===== src/rtl/gh_pkg.sv =====
package gh_pkg;

  // Bound offsets are held as 63-bit prefixes; a bisection count tracks each axis.
  localparam int X_W   = 63;
  localparam int K_W   = 6;
  localparam int SYM_W = 5;
  localparam int B_W   = 64;

  // Result status codes
  localparam logic [1:0] ST_OK   = 2'd0;
  localparam logic [1:0] ST_BAD  = 2'd1;
  localparam logic [1:0] ST_LONG = 2'd2;

  // Character codes used by the decoder
  localparam logic [7:0] CH_ZERO   = 8'h30;
  localparam logic [7:0] CH_UP_Z   = 8'h5A;
  localparam logic [7:0] CH_LO_A   = 8'h61;
  localparam logic [7:0] CH_LO_Z   = 8'h7A;
  localparam logic [7:0] CASE_FOLD = 8'h20;

  localparam logic [5:0] NO_SYM = 6'd32;

  // Symbol value of '0' through 'Z'; NO_SYM marks unused codes
  localparam logic [5:0] SYM_TABLE [43] = '{
    6'd0,  6'd1,  6'd2,  6'd3,  6'd4,  6'd5,  6'd6,  6'd7,  6'd8,  6'd9,
    6'd32, 6'd32, 6'd32, 6'd32, 6'd32, 6'd32, 6'd32,
    6'd32, 6'd10, 6'd11, 6'd12, 6'd13, 6'd14, 6'd15, 6'd16,
    6'd32, 6'd17, 6'd18, 6'd32, 6'd19, 6'd20, 6'd32,
    6'd21, 6'd22, 6'd23, 6'd24, 6'd25, 6'd26, 6'd27, 6'd28,
    6'd29, 6'd30, 6'd31
  };

  // One classified character on its way from front to back
  typedef struct packed {
    logic [SYM_W-1:0] sym;
    logic             bad;
    logic             over;
    logic             last;
  } q_item_t;

  // Fold case, range check, table lookup
  function automatic logic [5:0] decode_char(logic [7:0] c);
    logic [7:0] u;
    logic [5:0] r;
    u = c;
    if (c >= CH_LO_A && c <= CH_LO_Z) u = c - CASE_FOLD;
    if (u < CH_ZERO || u > CH_UP_Z) r = NO_SYM;
    else r = SYM_TABLE[6'(u - CH_ZERO)];
    return r;
  endfunction

endpackage


===== src/rtl/gh_front.sv =====
module gh_front #(
  parameter int MAX_LEN = 22
) (
  input  logic            clk,
  input  logic            rst,
  input  logic            accept,
  input  logic [7:0]      char_code,
  input  logic            is_last,
  output gh_pkg::q_item_t item
);
  import gh_pkg::*;

  localparam int CW = $clog2(MAX_LEN + 2);
  localparam logic [CW-1:0] LEN_MAX = CW'(MAX_LEN);
  localparam logic [CW-1:0] LEN_SAT = CW'(MAX_LEN + 1);

  logic [CW-1:0] count;
  logic [5:0]    dec;

  // Classify the incoming character
  always_comb begin
    dec       = decode_char(char_code);
    item.sym  = dec[SYM_W-1:0];
    item.bad  = (dec == NO_SYM);
    item.over = (count >= LEN_MAX);
    item.last = is_last;
  end

  // Per-hash length count, saturating; cleared after the last character
  always_ff @(posedge clk) begin
    if (rst) begin
      count <= '0;
    end else if (accept) begin
      if (is_last) count <= '0;
      else if (count != LEN_SAT) count <= count + CW'(1);
    end
  end

endmodule


===== src/rtl/gh_fifo.sv =====
module gh_fifo (
  input  logic            clk,
  input  logic            rst,
  input  logic            push,
  input  gh_pkg::q_item_t push_item,
  output logic            can_push,
  input  logic            pop,
  output logic            pop_valid,
  output gh_pkg::q_item_t pop_item
);
  import gh_pkg::*;

  localparam int DEPTH = 2;

  q_item_t    mem [DEPTH];
  logic       wr_ptr;
  logic       rd_ptr;
  logic [1:0] count;

  assign can_push  = (count != 2'(DEPTH));
  assign pop_valid = (count != 2'd0);
  assign pop_item  = mem[rd_ptr];

  // Pointers and fill level
  always_ff @(posedge clk) begin
    if (rst) begin
      wr_ptr <= 1'b0;
      rd_ptr <= 1'b0;
      count  <= 2'd0;
    end else begin
      if (push) wr_ptr <= ~wr_ptr;
      if (pop)  rd_ptr <= ~rd_ptr;
      unique case ({push, pop})
        2'b10:   count <= count + 2'd1;
        2'b01:   count <= count - 2'd1;
        default: count <= count;
      endcase
    end
  end

  // Entry storage
  always_ff @(posedge clk) begin
    if (push) mem[wr_ptr] <= push_item;
  end

endmodule


===== src/rtl/gh_back.sv =====
module gh_back (
  input  logic                   clk,
  input  logic                   rst,
  input  logic                   q_valid,
  input  gh_pkg::q_item_t        q_item,
  output logic                   q_pop,
  output logic                   out_valid,
  input  logic                   out_ready,
  output logic [1:0]             status,
  output logic signed [63:0]     lat_low,
  output logic signed [63:0]     lat_high,
  output logic signed [63:0]     lon_low,
  output logic signed [63:0]     lon_high
);
  import gh_pkg::*;

  localparam logic [K_W-1:0] SH_BASE = K_W'(X_W - 3);
  localparam logic [K_W-1:0] K_FULL  = K_W'(X_W);
  localparam logic [K_W-1:0] K_THREE = K_W'(3);
  localparam logic [K_W-1:0] K_TWO   = K_W'(2);

  // Bisection state
  logic [X_W-1:0] lat_x, lon_x;
  logic [K_W-1:0] lat_k, lon_k;
  logic           odd;
  logic [1:0]     err;

  logic [X_W-1:0] lat_x_next, lon_x_next;
  logic [K_W-1:0] lat_k_next, lon_k_next;
  logic [1:0]     err_next;
  logic [2:0]     grp3, grp2, lat_bits, lon_bits;
  logic           refine;

  // Finish stage
  logic           fin_valid;
  logic [1:0]     fin_status;
  logic [X_W-1:0] fin_lat_x, fin_lon_x;
  logic [K_W-1:0] fin_lat_k, fin_lon_k;

  logic out_free, fin_adv, fin_free;

  // Lower bound from prefix: subtracting 2^62 only touches the top two bits
  function automatic logic [B_W-1:0] bound_lo(logic [X_W-1:0] x);
    return {~x[X_W-1], ~x[X_W-1], x[X_W-2:0]};
  endfunction

  function automatic logic [B_W-1:0] bound_hi(logic [X_W-1:0] x, logic [K_W-1:0] k);
    return bound_lo(x) + (B_W'(1) << (K_FULL - k));
  endfunction

  // Flow control through finish and output stages
  assign out_free = !out_valid || out_ready;
  assign fin_adv  = fin_valid && out_free;
  assign fin_free = !fin_valid || fin_adv;
  assign q_pop    = q_valid && (!q_item.last || fin_free);

  // Apply one classified character to the bounds
  always_comb begin
    grp3     = {q_item.sym[4], q_item.sym[2], q_item.sym[0]};
    grp2     = {q_item.sym[3], q_item.sym[1], 1'b0};
    lon_bits = odd ? grp2 : grp3;
    lat_bits = odd ? grp3 : grp2;
    refine   = !q_item.bad && !q_item.over;

    lon_x_next = lon_x;
    lat_x_next = lat_x;
    lon_k_next = lon_k;
    lat_k_next = lat_k;
    if (refine) begin
      lon_x_next = lon_x | (X_W'(lon_bits) << (SH_BASE - lon_k));
      lat_x_next = lat_x | (X_W'(lat_bits) << (SH_BASE - lat_k));
      lon_k_next = lon_k + (odd ? K_TWO : K_THREE);
      lat_k_next = lat_k + (odd ? K_THREE : K_TWO);
    end

    priority if (q_item.bad) begin
      err_next = ST_BAD;
    end else if (q_item.over && err == ST_OK) begin
      err_next = ST_LONG;
    end else begin
      err_next = err;
    end
  end

  // State registers; back to start values after the last character
  always_ff @(posedge clk) begin
    if (rst) begin
      lat_x <= '0;
      lon_x <= '0;
      lat_k <= '0;
      lon_k <= '0;
      odd   <= 1'b0;
      err   <= ST_OK;
    end else if (q_pop) begin
      if (q_item.last) begin
        lat_x <= '0;
        lon_x <= '0;
        lat_k <= '0;
        lon_k <= '0;
        odd   <= 1'b0;
        err   <= ST_OK;
      end else begin
        lat_x <= lat_x_next;
        lon_x <= lon_x_next;
        lat_k <= lat_k_next;
        lon_k <= lon_k_next;
        odd   <= odd ^ refine;
        err   <= err_next;
      end
    end
  end

  // Finish stage control
  always_ff @(posedge clk) begin
    if (rst) begin
      fin_valid <= 1'b0;
    end else if (q_pop && q_item.last) begin
      fin_valid <= 1'b1;
    end else if (fin_adv) begin
      fin_valid <= 1'b0;
    end
  end

  // Finish stage payload
  always_ff @(posedge clk) begin
    if (q_pop && q_item.last) begin
      fin_status <= err_next;
      fin_lat_x  <= lat_x_next;
      fin_lon_x  <= lon_x_next;
      fin_lat_k  <= lat_k_next;
      fin_lon_k  <= lon_k_next;
    end
  end

  // Output register control
  always_ff @(posedge clk) begin
    if (rst) begin
      out_valid <= 1'b0;
    end else if (out_free) begin
      out_valid <= fin_valid;
    end
  end

  // Output payload: bounds forced to zero on any error
  always_ff @(posedge clk) begin
    if (fin_adv) begin
      status <= fin_status;
      if (fin_status == ST_OK) begin
        lat_low  <= bound_lo(fin_lat_x);
        lat_high <= bound_hi(fin_lat_x, fin_lat_k);
        lon_low  <= bound_lo(fin_lon_x);
        lon_high <= bound_hi(fin_lon_x, fin_lon_k);
      end else begin
        lat_low  <= '0;
        lat_high <= '0;
        lon_low  <= '0;
        lon_high <= '0;
      end
    end
  end

endmodule


===== src/rtl/geohash_decoder.sv =====
// Geohash decoder: one character per cycle, back to back, through a two-entry queue,
// while finished results are taken; the back end refines bounds with bit sets only.
// Result path: the last character pops from the queue into the finish stage, then the
// upper-bound add feeds the output register.
// Reset (rst, synchronous, active high) empties the queue and pipeline and restarts the hash.
module geohash_decoder #(
  parameter int MAX_LEN = 22
) (
  input  logic               clk,
  input  logic               rst,
  input  logic               in_valid,
  output logic               in_ready,
  input  logic [7:0]         char_code,
  input  logic               is_last,
  output logic               out_valid,
  input  logic               out_ready,
  output logic [1:0]         status,
  output logic signed [63:0] lat_low,
  output logic signed [63:0] lat_high,
  output logic signed [63:0] lon_low,
  output logic signed [63:0] lon_high
);
  import gh_pkg::*;

  logic    accept;
  q_item_t f_item;
  q_item_t q_item;
  logic    q_valid;
  logic    q_pop;

  assign accept = in_valid && in_ready;

  // Classifier
  gh_front #(.MAX_LEN(MAX_LEN)) u_front (
    .clk       (clk),
    .rst       (rst),
    .accept    (accept),
    .char_code (char_code),
    .is_last   (is_last),
    .item      (f_item)
  );

  // Decoupling queue
  gh_fifo u_fifo (
    .clk       (clk),
    .rst       (rst),
    .push      (accept),
    .push_item (f_item),
    .can_push  (in_ready),
    .pop       (q_pop),
    .pop_valid (q_valid),
    .pop_item  (q_item)
  );

  // Bisection and result
  gh_back u_back (
    .clk       (clk),
    .rst       (rst),
    .q_valid   (q_valid),
    .q_item    (q_item),
    .q_pop     (q_pop),
    .out_valid (out_valid),
    .out_ready (out_ready),
    .status    (status),
    .lat_low   (lat_low),
    .lat_high  (lat_high),
    .lon_low   (lon_low),
    .lon_high  (lon_high)
  );

endmodule


===== config.mk =====
export PLATFORM = sky130hd
export DESIGN_NAME = geohash_decoder
export DESIGN_NICKNAME = d
export VERILOG_FILES = /design/src/rtl/gh_pkg.sv /design/src/rtl/gh_front.sv /design/src/rtl/gh_fifo.sv /design/src/rtl/gh_back.sv /design/src/rtl/geohash_decoder.sv
export SDC_FILE = /design/constraint.sdc
export NUM_CORES = 1
export LEC_CHECK = 0
export BUFFER_PORTS_ARGS = -buffer_cell sky130_fd_sc_hd__clkbuf_2
export CORE_ASPECT_RATIO = 0.7
export CORE_MARGIN = 10
export CORE_UTILIZATION = 54
export CTS_CLUSTER_DIAMETER = 30
export CTS_CLUSTER_SIZE = 28
export DETAILED_ROUTE_END_ITERATION = 10
export PLACE_DENSITY = 0.76
export SYNTH_ARGS = -nofsm -noshare
export SYNTH_HDL_FRONTEND = slang
export SYNTH_SLANG_ARGS = --single-unit

===== constraint.sdc =====
create_clock -name clk -period 15.1 [get_ports clk]
set_input_delay 3.775 -clock clk [delete_from_list [all_inputs] [get_ports clk]]
set_output_delay 3.775 -clock clk [all_outputs]
set_load 0.03 [all_outputs]

==> reports/metrics.yaml <==
cts_max_level: 3
crit_chain: "clkbuf_2 > nor2b_1 > a31o_2 > nor2_4 > nor2_4 > buf_4 > o211a_1"
avgSynthCellArea_um2: 10.5
p_seq_frac: 0.380
synthArstFlopShare: 0
worstSetupStartpoint: "out_ready"
grt_max_degree: 93
maxSlewViolCount: 0
cts_tree: "built"
vias_per_cell: 6.19
clkPwrFrac: 0.374
die_h_um: 216
r2r_setup_slack_ps: 9230
synth_edf_count: 412
vdd_ir_drop_max_mv: 0.0972
cp-end-kind: "flip-flop"
initial_core_util: 0.550
synth-seq-area-share: 0.519
hold_path.class: "reg -> reg"
postCtsSetupRepairBufs: 0
synth_ff_type: "edfxtp_1"
switching_power_mw: 1.96
start_kind: "input port"
swShare: 0.353
yosysWarnings: 0
worst_slew_pin_slew_ps: 1230
cts_resized: 0
clkLatencyLatePin_ps: 640
syn2layout_area_growth_pct: 16.7
setup_viol: 0
final_common_cell: "edfxtp_1"
finalClockSkew_ps: 26.3
critical_path_class: "in -> reg"
cts_made_buffers: 88
ant_nets: 0
required_ps: 15670
track_usage: 0.258
postCtsHoldBufs: 0
num_io_pins: 273
gp_congestion: 0.973
wl_per_cell_um: 22.5
syn_area_um2: 29800
dieArea_um2: 65100
fin_tns_setup_ps: 0
hp-start: "u_back.lat_x[62]"
path_max_fanout: 55
place_hpwl_um: 65800
place_area_um2: 31600
drc_errors: 0
antenna_found_initial: 1
cts_max_path_buffers: 3
clock-root-buffer: "clkbuf_16"
cp_common_cell: "nor2_4"
ys_ff_latch: 565
synthCells: 2841
pwr-share-comb: 0.246
overflow: 0
fin_crit_ps: 6350
max_clock_freq_mhz: 158
relSlewSlack: 0.172
rsz0062_at_grt: "no"
nets: 3230
drt-total-wl_um: 87300
clkTransAtPathRegs_ps: 50
status: "complete, no violations"
power.density_nw_per_um2: 160
grt_pass1_vias: 22300
portBuffers: 272
drive_above_1_share: 0.161
layout_common_cells: "412 x edfxtp_1, 404 x nor2_1, 272 x clkbuf_2, 198 x a21oi_1, 169 x a21o_1"
drv_cap: 0
worst_path_max_delay_cell: "nor2_4"
core_um2: 54100
arrival_ps: 6910
cts_num_sinks: 565
fin_area_um2: 34700
power.internal_mw: 3.60
finalCritPeriodShare: 0.420
cpPeakStageDelay_ps: 830
first_iter_violations: 2837
vias: 24000
finalHoldViolations: 0
synthesis.nets: 3001
antenna_cells: 0
grt_pass1_wl_um: 132000
fillCellCount: 4250
ys_types: 83
worstReg2RegStart: "u_back.fin_lon_k[3]"
die_w_um: 301
first_pass_iters: 6
placementRows: 71
p_leak_nw: 15.6
==> synth_stat cells (5+ instances only) <==
cell type / n / area [um^2]
o211ai_1: 13 / 97.6
nor2_1: 407 / 1530
a31o_2: 18 / 158
dfxtp_1: 153 / 3060
o211a_1: 100 / 1000
a22oi_1: 13 / 97.6
nor3b_1: 9 / 67.6
o31a_1: 5 / 43.8
o2111ai_1: 8 / 70.1
nand3_1: 35 / 175
clkbuf_1: 134 / 503
a31oi_1: 17 / 106
buf_2: 10 / 50.1
nand2b_1: 23 / 144
inv_1: 51 / 191
mux2i_1: 20 / 200
nand4_1: 48 / 300
a211oi_1: 15 / 113
and3_1: 8 / 50.1
o21ai_1: 5 / 25.0
a21oi_1: 198 / 991
o21a_1: 21 / 158
nand2_1: 150 / 563
or3_1: 19 / 119
a21o_1: 169 / 1270
or2_2: 18 / 113
xor2_1: 59 / 517
nor4_1: 11 / 68.8
ha_1: 145 / 1810
o31ai_1: 11 / 82.6
a21boi_0: 10 / 75.1
xnor2_1: 71 / 622
o21bai_1: 36 / 270
edfxtp_1: 412 / 12400
nor2b_1: 19 / 119
and2_1: 149 / 932
nor3_1: 77 / 385
o21ai_0: 90 / 450
a211o_1: 7 / 61.3
==> through the flow <==
step / cells / hold slack [ps] / setup slack [ps] / total power [mW] / util
2_1_floorplan: 2841 / 431 / 3710 / 3.08 / -
3_3_place_gp: 3710 / 441 / 8350 / 3.45 / 0.584
3_5_place_dp: 3710 / 455 / 8190 / 3.48 / 0.584
4_1_cts: 3875 / 472 / 8790 / 5.57 / 0.642
5_1_grt: 3875 / 495 / 8590 / 5.77 / 0.642
6_report: 3875 / 469 / 8750 / 5.56 / 0.642
==> layer usage <==
metal,part of all wire,up-vias,track usage
met4,0.020,2,0.0636
li1,-,10900,-
met2,0.41,1228,0.361
met3,0.12,148,0.0817
met5,0.00019,-,0
met1,0.45,11700,0.382
==> final cells by class <==
| cell class | count | area, um^2 | area share |
|---|---|---|---|
| Sequential cell | 565 | 15400 | 0.444 |
| Multi-Input combinational cell | 2075 | 13600 | 0.391 |
| Clock buffer | 102 | 2370 | 0.0682 |
| Timing Repair Buffer | 288 | 1480 | 0.0427 |
| Tap cell | 730 | 913 | 0.0263 |
| Clock inverter | 63 | 738 | 0.0213 |
| Inverter | 52 | 195 | 0.00562 |
==> power groups by stage <==
stage	clock network, mW	registers [mW]	logic, mW
global route	2.17	2.13	1.47
global placement	0	2.13	1.32
CTS	2.11	2.11	1.35
floorplan	0	2.31	0.771
detailed placement	0	2.14	1.34
finish	2.08	2.11	1.37
==> flip-flops by register name (all words and copies together), names as in the netlist, 2 cells and up, named ones only <==
signal and cells:
u_back.err 2, u_back.fin_lat_k 6, u_back.fin_lat_x 63, u_back.fin_lon_k 6
u_back.fin_lon_x 63, u_back.fin_status 2, u_back.lat_high 64, u_back.lat_k 6
u_back.lat_low 63, u_back.lat_x 63, u_back.lon_high 64, u_back.lon_k 6
u_back.lon_low 63, u_back.lon_x 63, u_back.status 2, u_fifo.count 2
u_fifo.mem 16, u_front.count 5
==> critical path: cells and delay by family <==
kind	cells	cell delay [ps]
buf+inv	2	730
compound gates	2	870
simple gates	3	1490
==> path summary, 6_finish.rpt <==
kind                                            end  cells past startpoint
worst max-delay path               u_back.lon_x[35]                      7
worst min-delay path               u_back.lat_x[62]                      2
worst max register to register  u_back.lon_high[63]                     14
worst min register to register     u_back.lat_x[62]                      2
==> cells by family after synthesis <==
logic type / share of synthesized area
xor+xnor: 0.0383
simple gates: 0.158
fa+ha+maj: 0.0623
buf+inv: 0.0261
mux: 0.0113
flops: 0.519
compound gates: 0.186
No activity file was read; power rests on OpenSTA's default activity.
